**config.mk**
```make
export PLATFORM = sky130hd
export DESIGN_NAME = lcd_i2c_nibble_writer
export DESIGN_NICKNAME = d
export VERILOG_FILES = /design/src/rtl/lcdnw_pkg.sv /design/src/rtl/lcdnw_front.sv /design/src/rtl/lcdnw_fifo.sv /design/src/rtl/lcdnw_back.sv /design/src/rtl/lcd_i2c_nibble_writer.sv
export SDC_FILE = /design/constraint.sdc
export NUM_CORES = 1
export LEC_CHECK = 0
export BUFFER_PORTS_ARGS = -buffer_cell sky130_fd_sc_hd__buf_2
export CORE_AREA = 2 2 122 124
export DETAILED_ROUTE_END_ITERATION = 16
export DIE_AREA = 0 0 124 126
export PLACE_DENSITY = 0.74
export SYNTH_ARGS = -nofsm -noshare
export SYNTH_HDL_FRONTEND = slang
export SYNTH_SLANG_ARGS = --single-unit
```
**constraint.sdc**
```tcl
create_clock -name clk -period 14.99 [get_ports clk]
set_clock_uncertainty 0.15 [all_clocks]
set_input_delay 0 -clock clk [delete_from_list [all_inputs] [get_ports clk]]
set_output_delay 0 -clock clk [all_outputs]
set_load 0.05 [all_outputs]
```
**src/rtl/lcdnw_pkg.sv**
```systemverilog
// lcdnw_pkg: shared types and constants for the LCD I2C nibble writer.
// No dependencies; used by every module in rtl/.
package lcdnw_pkg;

  typedef enum logic [2:0] {
    KIND_CMD    = 3'd0,
    KIND_DATA   = 3'd1,
    KIND_NUMBER = 3'd2,
    KIND_CURSOR = 3'd3,
    KIND_INIT   = 3'd4
  } kind_t;

  typedef enum logic [1:0] {
    F_IDLE,
    F_SINGLE,
    F_NUM,
    F_INIT
  } fstate_t;

  typedef enum logic [2:0] {
    PH_ADDR,
    PH_HI_ON,
    PH_HI_OFF,
    PH_LO_ON,
    PH_LO_OFF
  } phase_t;

  // one LCD byte waiting to be expanded into a bus transfer
  typedef struct packed {
    logic [7:0] lcd_byte;
    logic       is_data;
    logic       last;
  } lcd_entry_t;

  localparam logic [7:0]  ADDR_RESET  = 8'h4E;
  localparam logic [7:0]  BL_EN_CMD   = 8'h0C;
  localparam logic [7:0]  BL_CMD      = 8'h08;
  localparam logic [7:0]  BL_EN_DAT   = 8'h0D;
  localparam logic [7:0]  BL_DAT      = 8'h09;
  localparam logic [7:0]  NIBBLE_MASK = 8'hF0;
  localparam logic [7:0]  LINE0_BASE  = 8'h80;
  localparam logic [7:0]  LINE1_BASE  = 8'hC0;
  localparam logic [7:0]  ASCII_ZERO  = 8'd48;
  localparam logic [13:0] NUM_LIMIT   = 14'd10000;
  localparam logic [2:0]  NUM_STEP_LAST  = 3'd3;
  localparam logic [2:0]  INIT_STEP_LAST = 3'd4;

  function automatic logic [7:0] init_cmd(input logic [2:0] step);
    logic [7:0] c;
    case (step)
      3'd0:    c = 8'h02;
      3'd1:    c = 8'h28;
      3'd2:    c = 8'h0C;
      3'd3:    c = 8'h06;
      3'd4:    c = 8'h01;
      default: c = 8'h01;
    endcase
    return c;
  endfunction

  // decimal place weight, most significant digit first
  function automatic logic [13:0] place_weight(input logic [2:0] step);
    logic [13:0] w;
    case (step)
      3'd0:    w = 14'd1000;
      3'd1:    w = 14'd100;
      3'd2:    w = 14'd10;
      3'd3:    w = 14'd1;
      default: w = 14'd1;
    endcase
    return w;
  endfunction

endpackage

```
**src/rtl/lcdnw_front.sv**
```systemverilog
// lcdnw_front: accepts display requests and breaks them into LCD bytes.
// Depends on lcdnw_pkg; feeds lcdnw_fifo.
module lcdnw_front (
  input  logic                    clk,
  input  logic                    rst_n,
  input  logic                    in_push,
  output logic                    in_full,
  input  logic [2:0]              in_kind,
  input  logic [7:0]              in_value,
  input  logic [13:0]             in_number,
  input  logic [5:0]              in_column,
  input  logic                    in_row,
  input  logic                    q_full,
  output logic                    q_push,
  output lcdnw_pkg::lcd_entry_t   q_entry
);

  lcdnw_pkg::fstate_t state_r, state_nxt;
  logic [7:0]  byte_r,  byte_nxt;
  logic        data_r,  data_nxt;
  logic [13:0] rem_r,   rem_nxt;
  logic [2:0]  step_r,  step_nxt;

  logic        accept, emit, done;
  logic [3:0]  digit;
  logic [13:0] sub;
  logic [13:0] weight;
  lcdnw_pkg::kind_t kind;

  assign kind   = lcdnw_pkg::kind_t'(in_kind);
  assign emit   = (state_r != lcdnw_pkg::F_IDLE) && !q_full;
  assign done   = emit && q_entry.last;
  assign in_full = (state_r != lcdnw_pkg::F_IDLE) && !done;
  assign accept = in_push && !in_full;
  assign q_push = emit;
  assign weight = lcdnw_pkg::place_weight(step_r);

  // digit of the current place: largest k with k*weight <= rem
  always_comb begin
    digit = 4'd0;
    sub   = 14'd0;
    for (int k = 1; k < 10; k++) begin
      if (rem_r >= 14'(weight * 14'(k))) begin
        digit = 4'(k);
        sub   = 14'(weight * 14'(k));
      end
    end
  end

  // next state
  always_comb begin
    state_nxt = state_r;
    if (accept) begin
      case (kind)
        lcdnw_pkg::KIND_CMD,
        lcdnw_pkg::KIND_DATA,
        lcdnw_pkg::KIND_CURSOR: state_nxt = lcdnw_pkg::F_SINGLE;
        lcdnw_pkg::KIND_NUMBER: state_nxt = (in_number < lcdnw_pkg::NUM_LIMIT) ?
                                            lcdnw_pkg::F_NUM : lcdnw_pkg::F_IDLE;
        lcdnw_pkg::KIND_INIT:   state_nxt = lcdnw_pkg::F_INIT;
        default:                state_nxt = lcdnw_pkg::F_IDLE;
      endcase
    end else if (done) begin
      state_nxt = lcdnw_pkg::F_IDLE;
    end
  end

  // outputs
  always_comb begin
    q_entry = '0;
    case (state_r)
      lcdnw_pkg::F_SINGLE: begin
        q_entry.lcd_byte = byte_r;
        q_entry.is_data  = data_r;
        q_entry.last     = 1'b1;
      end
      lcdnw_pkg::F_NUM: begin
        q_entry.lcd_byte = lcdnw_pkg::ASCII_ZERO + {4'd0, digit};
        q_entry.is_data  = 1'b1;
        q_entry.last     = (step_r == lcdnw_pkg::NUM_STEP_LAST);
      end
      lcdnw_pkg::F_INIT: begin
        q_entry.lcd_byte = lcdnw_pkg::init_cmd(step_r);
        q_entry.is_data  = 1'b0;
        q_entry.last     = (step_r == lcdnw_pkg::INIT_STEP_LAST);
      end
      default: q_entry = '0;
    endcase
  end

  // request payload
  always_comb begin
    byte_nxt = byte_r;
    data_nxt = data_r;
    rem_nxt  = rem_r;
    step_nxt = step_r;
    if (accept) begin
      byte_nxt = in_value;
      if (kind == lcdnw_pkg::KIND_CURSOR) begin
        byte_nxt = (in_row ? lcdnw_pkg::LINE1_BASE : lcdnw_pkg::LINE0_BASE)
                   + {2'b00, in_column};
      end
      data_nxt = (kind == lcdnw_pkg::KIND_DATA);
      rem_nxt  = in_number;
      if (kind == lcdnw_pkg::KIND_NUMBER) begin
        step_nxt = (in_number >= 14'd1000) ? 3'd0 :
                   (in_number >= 14'd100)  ? 3'd1 :
                   (in_number >= 14'd10)   ? 3'd2 : 3'd3;
      end else begin
        step_nxt = 3'd0;
      end
    end else if (emit && !q_entry.last) begin
      step_nxt = step_r + 3'd1;
      rem_nxt  = rem_r - sub;
    end
  end

  always_ff @(posedge clk) begin
    if (!rst_n) begin
      state_r <= lcdnw_pkg::F_IDLE;
    end else begin
      state_r <= state_nxt;
    end
    byte_r <= byte_nxt;
    data_r <= data_nxt;
    rem_r  <= rem_nxt;
    step_r <= step_nxt;
  end

endmodule

```
**src/rtl/lcdnw_fifo.sv**
```systemverilog
// lcdnw_fifo: short queue of LCD bytes between front and back.
// Depends on lcdnw_pkg for the entry type.
module lcdnw_fifo #(
  parameter int DEPTH = 4
) (
  input  logic                  clk,
  input  logic                  rst_n,
  input  logic                  push,
  input  lcdnw_pkg::lcd_entry_t wr_entry,
  output logic                  full,
  input  logic                  pop,
  output lcdnw_pkg::lcd_entry_t head,
  output logic                  empty
);

  localparam int PW = (DEPTH > 1) ? $clog2(DEPTH) : 1;
  localparam int CW = $clog2(DEPTH + 1);
  localparam logic [PW-1:0] PTR_MAX = PW'(DEPTH - 1);
  localparam logic [CW-1:0] CNT_MAX = CW'(DEPTH);

  lcdnw_pkg::lcd_entry_t mem [DEPTH];
  logic [PW-1:0] wr_ptr_r, wr_ptr_nxt;
  logic [PW-1:0] rd_ptr_r, rd_ptr_nxt;
  logic [CW-1:0] count_r, count_nxt;
  logic          do_push, do_pop;

  assign full    = (count_r == CNT_MAX);
  assign empty   = (count_r == '0);
  assign do_push = push && !full;
  assign do_pop  = pop && !empty;
  assign head    = mem[rd_ptr_r];

  always_comb begin
    wr_ptr_nxt = wr_ptr_r;
    rd_ptr_nxt = rd_ptr_r;
    count_nxt  = count_r;
    if (do_push) begin
      wr_ptr_nxt = (wr_ptr_r == PTR_MAX) ? '0 : wr_ptr_r + PW'(1);
    end
    if (do_pop) begin
      rd_ptr_nxt = (rd_ptr_r == PTR_MAX) ? '0 : rd_ptr_r + PW'(1);
    end
    if (do_push && !do_pop) begin
      count_nxt = count_r + CW'(1);
    end else if (do_pop && !do_push) begin
      count_nxt = count_r - CW'(1);
    end
  end

  always_ff @(posedge clk) begin
    if (!rst_n) begin
      wr_ptr_r <= '0;
      rd_ptr_r <= '0;
      count_r  <= '0;
    end else begin
      wr_ptr_r <= wr_ptr_nxt;
      rd_ptr_r <= rd_ptr_nxt;
      count_r  <= count_nxt;
    end
  end

  always_ff @(posedge clk) begin
    if (do_push) begin
      mem[wr_ptr_r] <= wr_entry;
    end
  end

endmodule

```
**src/rtl/lcdnw_back.sv**
```systemverilog
// lcdnw_back: expands each LCD byte into the five-byte I2C transfer.
// Depends on lcdnw_pkg; drains lcdnw_fifo and drives the result register.
module lcdnw_back (
  input  logic                  clk,
  input  logic                  rst_n,
  input  logic [7:0]            slave_address,
  input  logic                  q_empty,
  input  lcdnw_pkg::lcd_entry_t q_head,
  output logic                  q_pop,
  output logic                  out_empty,
  input  logic                  out_pop,
  output logic [7:0]            out_bus_byte,
  output logic                  out_start_before,
  output logic                  out_stop_after,
  output logic                  out_last
);

  lcdnw_pkg::phase_t phase_r, phase_nxt;
  logic       valid_r, valid_nxt;
  logic [7:0] byte_r,  byte_nxt;
  logic       start_r, start_nxt;
  logic       stop_r,  stop_nxt;
  logic       last_r,  last_nxt;
  logic       adv;
  logic [7:0] hi, lo, on_bits, off_bits;

  assign adv      = !q_empty && (!valid_r || out_pop);
  assign hi       = q_head.lcd_byte & lcdnw_pkg::NIBBLE_MASK;
  assign lo       = {q_head.lcd_byte[3:0], 4'h0};
  assign on_bits  = q_head.is_data ? lcdnw_pkg::BL_EN_DAT : lcdnw_pkg::BL_EN_CMD;
  assign off_bits = q_head.is_data ? lcdnw_pkg::BL_DAT    : lcdnw_pkg::BL_CMD;

  // next state
  always_comb begin
    phase_nxt = phase_r;
    if (adv) begin
      case (phase_r)
        lcdnw_pkg::PH_ADDR:   phase_nxt = lcdnw_pkg::PH_HI_ON;
        lcdnw_pkg::PH_HI_ON:  phase_nxt = lcdnw_pkg::PH_HI_OFF;
        lcdnw_pkg::PH_HI_OFF: phase_nxt = lcdnw_pkg::PH_LO_ON;
        lcdnw_pkg::PH_LO_ON:  phase_nxt = lcdnw_pkg::PH_LO_OFF;
        default:              phase_nxt = lcdnw_pkg::PH_ADDR;
      endcase
    end
  end

  // outputs
  always_comb begin
    q_pop     = adv && (phase_r == lcdnw_pkg::PH_LO_OFF);
    valid_nxt = adv ? 1'b1 : (out_pop ? 1'b0 : valid_r);
    byte_nxt  = byte_r;
    start_nxt = start_r;
    stop_nxt  = stop_r;
    last_nxt  = last_r;
    if (adv) begin
      start_nxt = 1'b0;
      stop_nxt  = 1'b0;
      last_nxt  = 1'b0;
      case (phase_r)
        lcdnw_pkg::PH_ADDR: begin
          byte_nxt  = slave_address;
          start_nxt = 1'b1;
        end
        lcdnw_pkg::PH_HI_ON:  byte_nxt = hi | on_bits;
        lcdnw_pkg::PH_HI_OFF: byte_nxt = hi | off_bits;
        lcdnw_pkg::PH_LO_ON:  byte_nxt = lo | on_bits;
        default: begin
          byte_nxt = lo | off_bits;
          stop_nxt = 1'b1;
          last_nxt = q_head.last;
        end
      endcase
    end
  end

  always_ff @(posedge clk) begin
    if (!rst_n) begin
      phase_r <= lcdnw_pkg::PH_ADDR;
      valid_r <= 1'b0;
    end else begin
      phase_r <= phase_nxt;
      valid_r <= valid_nxt;
    end
    byte_r  <= byte_nxt;
    start_r <= start_nxt;
    stop_r  <= stop_nxt;
    last_r  <= last_nxt;
  end

  assign out_empty        = !valid_r;
  assign out_bus_byte     = byte_r;
  assign out_start_before = start_r;
  assign out_stop_after   = stop_r;
  assign out_last         = last_r;

endmodule

```
**src/rtl/lcd_i2c_nibble_writer.sv**
```systemverilog
// lcd_i2c_nibble_writer: top level, display requests in, I2C bus bytes out.
// Depends on lcdnw_pkg, lcdnw_front, lcdnw_fifo and lcdnw_back.
//
//   channel   handshake            payload
//   in_       in_push / in_full    kind, value, number, column, row
//   out_      out_pop / out_empty  bus_byte, start_before, stop_after, last
//   cfg_      cfg_valid/cfg_ready  data (slave address)
//
// The back end emits one bus byte per cycle while not starved or stalled:
// 5 per LCD byte, so a request yields 5 (command, character, cursor), 5 to
// 20 (number) or 25 (init) bytes. The front end fills a QDEPTH-entry queue
// of LCD bytes, one per cycle unless full, and takes the next request once
// its last LCD byte is queued. Invalid kinds and numbers of 10000 or more are
// dropped. Synchronous active-low reset empties the queue, output register
// and sets the slave address to 0x4E. Either side stalls without loss.
module lcd_i2c_nibble_writer #(
  parameter int QDEPTH = 4
) (
  input  logic        clk,
  input  logic        rst_n,
  input  logic        in_push,
  output logic        in_full,
  input  logic [2:0]  in_kind,
  input  logic [7:0]  in_value,
  input  logic [13:0] in_number,
  input  logic [5:0]  in_column,
  input  logic        in_row,
  output logic        out_empty,
  input  logic        out_pop,
  output logic [7:0]  out_bus_byte,
  output logic        out_start_before,
  output logic        out_stop_after,
  output logic        out_last,
  input  logic        cfg_valid,
  output logic        cfg_ready,
  input  logic [7:0]  cfg_data
);

  logic [7:0] slave_addr_r, slave_addr_nxt;
  logic       q_full, q_push, q_pop, q_empty;
  lcdnw_pkg::lcd_entry_t q_wr, q_head;

  assign cfg_ready      = 1'b1;
  assign slave_addr_nxt = (cfg_valid && cfg_ready) ? cfg_data : slave_addr_r;

  always_ff @(posedge clk) begin
    if (!rst_n) begin
      slave_addr_r <= lcdnw_pkg::ADDR_RESET;
    end else begin
      slave_addr_r <= slave_addr_nxt;
    end
  end

  lcdnw_front u_front (
    .clk       (clk),
    .rst_n     (rst_n),
    .in_push   (in_push),
    .in_full   (in_full),
    .in_kind   (in_kind),
    .in_value  (in_value),
    .in_number (in_number),
    .in_column (in_column),
    .in_row    (in_row),
    .q_full    (q_full),
    .q_push    (q_push),
    .q_entry   (q_wr)
  );

  lcdnw_fifo #(
    .DEPTH (QDEPTH)
  ) u_fifo (
    .clk      (clk),
    .rst_n    (rst_n),
    .push     (q_push),
    .wr_entry (q_wr),
    .full     (q_full),
    .pop      (q_pop),
    .head     (q_head),
    .empty    (q_empty)
  );

  lcdnw_back u_back (
    .clk              (clk),
    .rst_n            (rst_n),
    .slave_address    (slave_addr_r),
    .q_empty          (q_empty),
    .q_head           (q_head),
    .q_pop            (q_pop),
    .out_empty        (out_empty),
    .out_pop          (out_pop),
    .out_bus_byte     (out_bus_byte),
    .out_start_before (out_start_before),
    .out_stop_after   (out_stop_after),
    .out_last         (out_last)
  );

  a_start_stop_excl: assert property (@(posedge clk) disable iff (!rst_n)
    !out_empty |-> !(out_start_before && out_stop_after))
    else $error("start and stop on the same bus byte");

  a_start_is_addr: assert property (@(posedge clk) disable iff (!rst_n)
    (!out_empty && out_start_before) |-> (out_bus_byte == slave_addr_r))
    else $error("start byte is not the slave address");

  a_last_ends_transfer: assert property (@(posedge clk) disable iff (!rst_n)
    (!out_empty && out_last) |-> out_stop_after)
    else $error("last byte does not close a transfer");

  a_pop_after_start: assert property (@(posedge clk) disable iff (!rst_n)
    (!out_empty && out_pop && out_start_before) |=> (!out_empty |-> !out_start_before))
    else $error("address byte not followed by a nibble byte");

endmodule
```
# After elaboration in Yosys (flattened, before gate mapping)
# Memories as Yosys holds them, arrays and structs flattened. A register that Yosys moved wholly into a read port is not among the register bits.
# Cells that the tools add are included.
# classes
add_sub_neg	8
multipliers	5
magnitude_cmp	13
n_eq_ne	18
mux	51
bitwise	4
reduce_logical	31
# op_table
cell	n
two-way mux 14 bit	9
>= comparator 14 bit	5
one-hot mux 10 bit (3 select lines)	2
two-way mux 3 bit	11
bitwise OR 8 bit	4
one-hot mux 8 bit (4 select lines)	1
multiplier 10 x 3 -> 13 bit, second input constant	2
multiplier 10 x 2 -> 12 bit, second input constant	2
one-hot mux 6 bit (4 select lines)	1
== test 3 x 2 -> 1 bit, second input constant	6
two-way mux 2 bit	9
>= comparator 14 x 10 -> 1 bit	1
>= comparator 14 x 10 -> 1 bit, second input constant	1
>= comparator 14 x 11 -> 1 bit	1
>= comparator 14 x 12 -> 1 bit	1
>= comparator 14 x 13 -> 1 bit	1
>= comparator 14 x 4 -> 1 bit, second input constant	1
>= comparator 14 x 7 -> 1 bit, second input constant	1
less-than comparator 14 bit, second input constant	1
multiplier 10 x 4 -> 14 bit, second input constant	1
subtractor 14 bit	1
== test 3 bit, second input constant	4
logical NOT 3 bit	4
one-hot mux 3 bit (4 select lines)	1
21 further kinds	59
# totals
reg_bits	58
ram_bits	40
in_bits	45
out_inout_bits	14
elab_cells	146
n_memories	1
# memory_table
name	depth	width	read_ports	rd_clocked_by_memory_dff	wr	line	source
u_fifo.mem	4	10	1	1	1	lcdnw_fifo.sv:21	lcdnw_pkg::lcd_entry_t mem [DEPTH];

# Logic depth before layout (Yosys ltp)
# Gate-level depths: netlist of the first run.
# logic_depth
depth_word	20
ltp_mapped	29
ltp_nobuf	28

# Hierarchy
# Synthesis of the first run repeated with hierarchy kept, for this count alone.
# unflattened
hier_cells	807
area_unflattened_um2	7998.9
# by_module_without_submodules
module	instances	cells_each	area_each_um2	seq_area_each_um2
lcdnw_front	1	614	5064.9	820.8
lcdnw_fifo	1	103	1915.6	1381.3
lcdnw_back	1	63	715.7	410.4
lcd_i2c_nibble_writer	1	27	302.8	160.2

# Worst setup path after synthesis of the first run
# Ideal clock, no wire load.
# synth_timing
path_kind	reg2reg
startpoint	register u_front.step_r[1]
endpoint	register u_front.rem_r[11] (data pin)
setup_ns	0.260
arrival_ns	5.506
required_ns	14.580
path_slack_ns	9.075
stages_incl_launch_ff	29
period_less_slack_ns	5.915
path_cell_list	edfxtp_1 inv_1 ha_1 clkbuf_1 nand2_1 clkbuf_1 nand2_1 inv_1 ha_1 and2_1 ha_1 inv_1 ha_1 a21oi_1 o21ai_0 a311oi_2 o21ai_2 or2_2 buf_2 o31ai_1 a31oi_1 ha_1 a21o_1 a21o_1 a21o_1 nor4_1 nor2_1 xor2_1 mux2_2
# synth_via
elab_chain_cells	15
elab_cells_between_ends	38
classes_between	add/sub: 1; mul: 5; order compare: 9; eq/ne: 4; mux: 13; reduce/logical: 6
# synth_lines
element	line	source
start: declaration	lcdnw_front.sv:22	logic [2:0] step_r, step_nxt;
start signal: assignment	lcdnw_front.sv:127	step_r <= step_nxt;
parallel branches: the longest is 14 deep, another holds >= comparator 14 bit	-	
two-way mux 14 bit *	lcdnw_front.sv:97	if (accept) begin
named net u_front.rem_nxt[11]	lcdnw_front.sv:21	logic [13:0] rem_r, rem_nxt;
end signal: assignment	lcdnw_front.sv:126	rem_r <= rem_nxt;
end: declaration	lcdnw_front.sv:21	
# Mark *: on every way through the listed nets, which the timed path passes. The select of a mux whose other input is x is not followed.
# A chain may end at the register's enable or synchronous reset.

# Worst setup path after layout of the first run
# Same ends and word-level chain as after synthesis.

==> metrics, run 1 <==
CP required about 15 ns; GRT met2 Usage 45.7%; Synth cell types 91; slew margin rel. about a quarter; largest net degree at the start of global routing 27; DRC 0; Slowest-stage cell, CP o32a_1; largest area contributor in the netlist edfxtp_1; Core Rows between 40 and 50; Commonest cells post-synth 97 x ha_1, 77 x edfxtp_1, 59 x nand2_1; most common flop cell mapped by yosys edfxtp_1; core area between 10000 and 15000 sq um; FMAX about 0.14 GHz; H-tree levels 3; Post-synth EDFFs between 70 and 80; Die Y-Extent 126 microns; GRT Util Overall approximately 30%; die area ~16000 sq um; flops & latches, synth 100; Design Power ~1.7 mW; Crit. End Element flop; Power Density between 150 and 200 nW/um^2; initial antenna violation count 0; YS warnings 0; Final Hold Vio Count 0; fin crit period 7.07 ns; syn avg cell area a little under 10 sq um; share of the synthesized area in the top cell type 29.2%; final net count 1046; Layout area overhead 16.7%; Post-DP Area 8310 sq um; # diodes 0; routed len/inst roughly 21 microns; buffers plus inverters on the worst setup path 2; slew at the pin closest to its max-slew limit 1.10 ns; Placement Setup Slack 8.09 ns; worst endpoint data arrival time roughly 7.0 ns; vias per inst approximately 6.3; Final setup viols 0; ys async rst share 0%; Static Leakage about 3.7 nW; M1 GR Usage between 40% and 50%; setup TNS 0 ns; GP Congestion 1.02; RSZ-0062 raised after global routing false; setup ws final 7.92 ns; Detail Route Antenna Nets 0; Clk Latency, worst-skew pair roughly 0.35 ns; top-count cell post-synth ha_1; Post-Syn Instances between 700 and 800; CTS Buffer Depth 2; layout cell share with drive strength beyond 1 between 10% and 20%; DRT Pass-1 Iters 6; post-CTS setup repair buffer count 0; IO Port Bufs 57; max-cap violation count 0; Final period util a little under half; global routing's busiest layer met2; main area contributors after synthesis edfxtp_1 29%, ha_1 15%, dfxtp_1 5.8%; total grt overflow 0; Mapped Area a little under 8000 sq um; Worst setup SP type flop; Worst-path clk slew around 0.08 ns; routing usage on met3 6.39%; drt initial violations between 500 and 600; Die W between 100 and 150 microns; clk sinks 100; Max Slew Vio Count 0; Setup Crit Path Kind flop to flop; CTS tree done; final instance area around 9200 sq um; Max stage delay on crit path 0.58 ns; post-detail-place hpwl between 15000 and 20000 microns; status finished clean; Top delay family on crit path compound AO/OA/AOI/OAI gates; Hold Crit Class input port to flop; CTS Buf Count 9; initial core utilization between 50% and 60%; Seq/Total Area, Yosys a little over a third; first-pass GRT wire length around 36000 microns; Util after Layout between 60 and 70%; Clock Root Buffer clkbuf_16; vias in the first global route approximately 7000; vias ~7000; Max VDD drop between 0.1 and 0.15 mV; drt total wl between 20000 and 25000 microns; CP max FO 18; post_cts resized 0; IO Count 59
final timing paths:
kind                                                    from                               end  slack, ns  depth (start not counted)
worst max-delay path             u_front.step_r[1]$_DFFE_PP_       u_front.rem_r[11]$_DFFE_PP_       7.92                         25
worst min-delay path                             in_value[7]   u_front.byte_r[7]$_SDFFCE_PP1P_       0.30                          3
worst max register to register   u_front.step_r[1]$_DFFE_PP_       u_front.rem_r[11]$_DFFE_PP_       7.92                         25
worst min register to register  slave_addr_r[3]$_SDFFE_PN1P_  u_back.out_bus_byte[3]$_DFFE_PP_       0.39                          1
layout make-up:
class / instances / area [sq um]
tap: 184 / 230
inverter: 33 / 129
timing repair buffer: 121 / 921
sequential: 100 / 2770
clock buffer: 10 / 229
multi-input combinational: 636 / 4880
fill: 1124 / 5070
clock inverter: 6 / 80.1
repair_timing:
| item | CTS | global route |
|---|---|---|
| hold endpoints to repair | 44 | 0 |
| setup endpoints to repair | 0 | 0 |
| hold buffers | 62 | 0 |
where the power goes:
part	switching, mW	leakage [nW]	internal (mW)
registers	0.0932	0.918	0.364
logic	0.598	2.64	0.401
clock network	0.107	0.147	0.133
stage by stage:
step / instances / hold slack, ns
after global routing: 1090 / 0.313
final: 1090 / 0.298
after floorplan: 802 / -0.0220
after CTS: 1090 / 0.286
after global placement: 1012 / 0.0671
after detailed placement: 1012 / 0.0816
per-layer routing:
layer / part of all wire [%] / routed length (microns)
met1: 43 / 9840
met2: 44 / 10100
met3: 8.7 / 1980
met4: 3.6 / 810
met5: 0 / 0
cell usage in the layout, fill, tap and decap left out, types with 4 or more instances in the layout:
cell type	instances
buf_2	57
mux2_2	14
dlygate4sd3_1	62
and2_1	13
o21ai_0	34
o221ai_1	4
nand2b_1	17
a21oi_1	44
xor2_1	10
nand2_1	59
a21boi_0	5
o22ai_1	6
inv_6	4
a21o_1	13
edfxtp_1	77
mux4_2	10
a22o_1	6
nand3_1	15
a211oi_1	8
ha_1	97
o211ai_1	6
nor2_1	55
xnor2_1	14
and3_1	6
mux2i_1	16
o31ai_1	12
inv_1	29
dfxtp_1	23
nor2b_1	27
a211o_1	5
or2_2	5
nor3_1	23
a31oi_1	15
nor4_1	5
clkbuf_16	9
conb_1	6
a22oi_1	6
worst reg2reg max path: cells and delay by family (launching register included):
kind | cells | cell delay [ns]
multiplexers | 1 | 0.26
AO/OA/AOI/OAI | 11 | 2.85
XOR/XNOR | 1 | 0.15
flip-flops | 1 | 0.50
AND/OR/NAND/NOR | 7 | 1.57
adder cells (fa/ha/maj) | 3 | 1.03
buffers and inverters | 2 | 0.31
cells by family (layout without fill, tap and decap cells):
kind of cell | after synthesis | count (layout) | share of synthesized area (%)
flops | 100 | 100 | 35.0
other cells | 2 | 6 | 0.0949
fa+ha+maj | 101 | 101 | 16.2
buf+inv | 66 | 170 | 3.54
compound gates | 212 | 212 | 19.0
xor+xnor | 24 | 24 | 2.66
mux | 40 | 40 | 6.86
simple gates | 253 | 253 | 16.6
registers in the layout, summed over array words and instances (netlist names), 3 cells and up, named ones only:
| signal | cells |
|---|---|
| slave_addr_r | 8 |
| u_back.out_bus_byte | 8 |
| u_back.phase_r | 3 |
| u_fifo.count_r | 3 |
| u_fifo.mem | 40 |
| u_front.byte_r | 8 |
| u_front.rem_r | 14 |
| u_front.step_r | 3 |
No activity file was read; power rests on OpenSTA's default activity.
==> run 2: changes to the inputs <==
--- a/config.mk
+++ b/config.mk
@@ -9,7 +9,7 @@
 export CORE_AREA = 2 2 122 124
 export DETAILED_ROUTE_END_ITERATION = 16
 export DIE_AREA = 0 0 124 126
-export PLACE_DENSITY = 0.74
+export PLACE_DENSITY = 0.77
 export SYNTH_ARGS = -nofsm -noshare
 export SYNTH_HDL_FRONTEND = slang
 export SYNTH_SLANG_ARGS = --single-unit
==> constraint.sdc (replaced) <==
create_clock -name clk -period 6.4 [get_ports clk]
set_clock_uncertainty 0.15 [all_clocks]
set_input_delay 0 -clock clk [delete_from_list [all_inputs] [get_ports clk]]
set_output_delay 0 -clock clk [all_outputs]
set_load 0.05 [all_outputs]
==> metrics, run 2 (synthesis results as in run 1) <==
NetSw 1.89 mW (+140%); Core Rows 44 (unchanged); status finished clean; top flop regs u_fifo.mem x40, u_front.rem_r x14; CP required 6.46 ns (-8.49 ns); max FFs per register 40 (unchanged); Worst-path clk slew 0.07 ns (about the same); GRT Util Overall 28.7% (-1.4 points); Final Hold Vio Count 0 (unchanged); max-cap violation count 0 (unchanged); slew at the pin closest to its max-slew limit 0.823 ns (-0.274 ns); Die W 124 microns (unchanged); Max Slew Vio Count 0 (unchanged); most frequent cells in the layout 95 x ha_1, 77 x edfxtp_1, 62 x dlygate4sd3_1; M1 GR Usage 39.4% (-2.6 points); IO Count 59 (unchanged); Setup crit end u_front.rem_r[9]$_DFFE_PP_; FF-to-FF End u_front.rem_r[9]$_DFFE_PP_; Clock Root Buffer clkbuf_16; RSZ-0062 raised after global routing false; DRT Pass-1 Iters 5 (-1); Static Leakage 3.87 nW (+4.5%); slew margin rel. 45.1% (+19 points); sequential share of power 25.8% (-1.2 points); CP max FO 10 (-8); Post-DP Area 8520 sq um (+2.6%); drt initial violations 716 (+24%); Clk network pwr share 13.0% (-1.1 points); vias per inst 6.22 (-2.1%); setup TNS 0 ns (unchanged); fin crit period 6.10 ns (-0.963 ns); Hold Crit Class input port to flop; Worst setup SP type flop; Reg with most FFs u_fifo.mem; GP Congestion 1.06 (+3.4%); final net count 1080 (+3.3%); initial antenna violation count 0 (unchanged); vias in the first global route 6758 (-0.92%); DRC 0 (unchanged); global routing's busiest layer met2; total grt overflow 0 (unchanged); die area 15600 sq um (unchanged); CTS tree done; initial core utilization 55.3% (unchanged); Setup Crit Path Kind flop to flop; depth of the most critical reg-to-reg path 24 (-4.0%); R2R setup slack 0.30 ns (-7.63 ns); Max VDD drop 0.410 mV (+180%); vias 6986 (+0.95%); Clk Latency, worst-skew pair 0.35 ns (about the same); largest net degree at the start of global routing 27 (unchanged); Design Power 4.10 mW (+140%); clk sinks 100 (unchanged); H-tree levels 3 (unchanged); post-detail-place hpwl 16000 microns (-3.8%); sw frac 46.0% (-1.0 points); worst reg2reg startpoint u_front.step_r[1]$_DFFE_PP_; # diodes 0 (unchanged); worst endpoint data arrival time 6.17 ns (-0.85 ns); Die Y-Extent 126 microns (unchanged); core area 14300 sq um (unchanged); Final setup viols 0 (unchanged); Detail Route Antenna Nets 0 (unchanged); first-pass GRT wire length 34500 microns (-3.4%); final instance area 9570 sq um (+3.6%); CP Launch Point u_front.step_r[1]$_DFFE_PP_; GRT met2 Usage 45.3% (-0.36 points); routing usage on met3 5.07% (-1.3 points); combinational power share 61.2% (+2.3 points); CTS Buffer Depth 2 (unchanged); P_int 2.21 mW (+150%); drt total wl 21800 microns (-3.9%); CTS Buf Count 9 (unchanged); Final period util 95.4% (+48 points); FMAX 0.164 GHz (+16%); IO Port Bufs 57 (unchanged); commonest non-fill, non-tap cell in the layout ha_1; Layout area overhead 20.9%; layout cell share with drive strength beyond 1 18.2% (+4.4 points); Crit. End Element flop; routed len/inst 19.4 microns (-6.8%); Power Density 428 nW/um^2 (+130%)
==> run 2: cell count changes in the layout (fill, tap and decap cells not counted), moves of 2 or more <==
cell / previous run / this run
ha_2: 0 / 2
buf_4: 2 / 35
inv_6: 4 / 2
ha_1: 97 / 95
nor2_1: 55 / 53
o31ai_4: 0 / 2
==> run 2: final cells by class <==
type                    instances  area, sq um
multi-input cells             636         4950
fillers                      1106         4740
inverters                      33          129
clock inverters                 5         42.5
well taps                     184          230
clock buffers                  11          254
flip-flops and latches        100         2770
repair buffers                155         1190
==> run 2: how the worst min path moves through the flow <==
stage                startpoint                               to  slack, ns  cells after the start
floorplan           cfg_data[3]     slave_addr_r[3]$_SDFFE_PN1P_      -0.02                      2
global placement    cfg_data[2]     slave_addr_r[2]$_SDFFE_PN1P_       0.07                      3
detailed placement  cfg_data[2]     slave_addr_r[2]$_SDFFE_PN1P_       0.07                      3
CTS                 in_value[7]  u_front.byte_r[7]$_SDFFCE_PP1P_       0.30                      3
global route        in_value[7]  u_front.byte_r[7]$_SDFFCE_PP1P_       0.31                      3
finish              in_value[7]  u_front.byte_r[7]$_SDFFCE_PP1P_       0.31                      3
==> run 2: per-stage QoR <==
stage	worst slack (ns)	instances	util, %	hold WS (ns)
global placement	0.135	1039	59.6	0.0716
global route	0.00582	1124	66.9	0.314
finish	0.295	1124	66.9	0.309
CTS	0.158	1117	66.0	0.298
floorplan	0.485	802	-	-0.0220
detailed placement	0.00684	1039	59.6	0.0711
==> run 2: critical path, stage by stage, from the launching register on <==
cell and delay (ns):
edfxtp_1 0.43, inv_1 0.09, ha_1 0.25, o21ai_4 0.23, inv_6 0.08, ha_1 0.39, a21oi_1 0.16, nand2b_2 0.28
ha_1 0.21, a21o_1 0.17, a2111oi_0 0.39, o21ai_0 0.24, a21oi_2 0.41, buf_4 0.20, mux2i_1 0.22, a211o_1 0.17
o221ai_1 0.15, ha_1 0.37, o21ai_0 0.12, a31oi_2 0.20, o21ai_0 0.11, nand2b_1 0.12, a21oi_1 0.08, or4b_2 0.60
nand4_1 0.12
==> run 2: repair_timing <==
action | CTS | global route
endpoints found under the setup margin | 1 | 7
buffers inserted | 0 | 7
pin swaps | 0 | 1
hold buffers | 62 | 0
endpoints found under the hold margin | 46 | 0
gates resized for setup | 1 | 16
==> run 2: power by group through the flow <==
stage          logic, mW  clock network (mW)  registers [mW]
2_1_floorplan       1.69                   0            1.03
3_3_place_gp        2.28                   0            1.06
3_5_place_dp        2.31                   0            1.06
4_1_cts             2.37               0.542            1.05
5_1_grt             2.76               0.564            1.07
6_report            2.51               0.534            1.06
==> run 2: metal layers <==
layer	part of all wire, %	vias up	wire length [microns]
li1	-	3312	-
met1	44	3290	9570
met2	45	325	9930
met3	7.5	59	1640
met4	3.1	0	687
met5	0	-	0
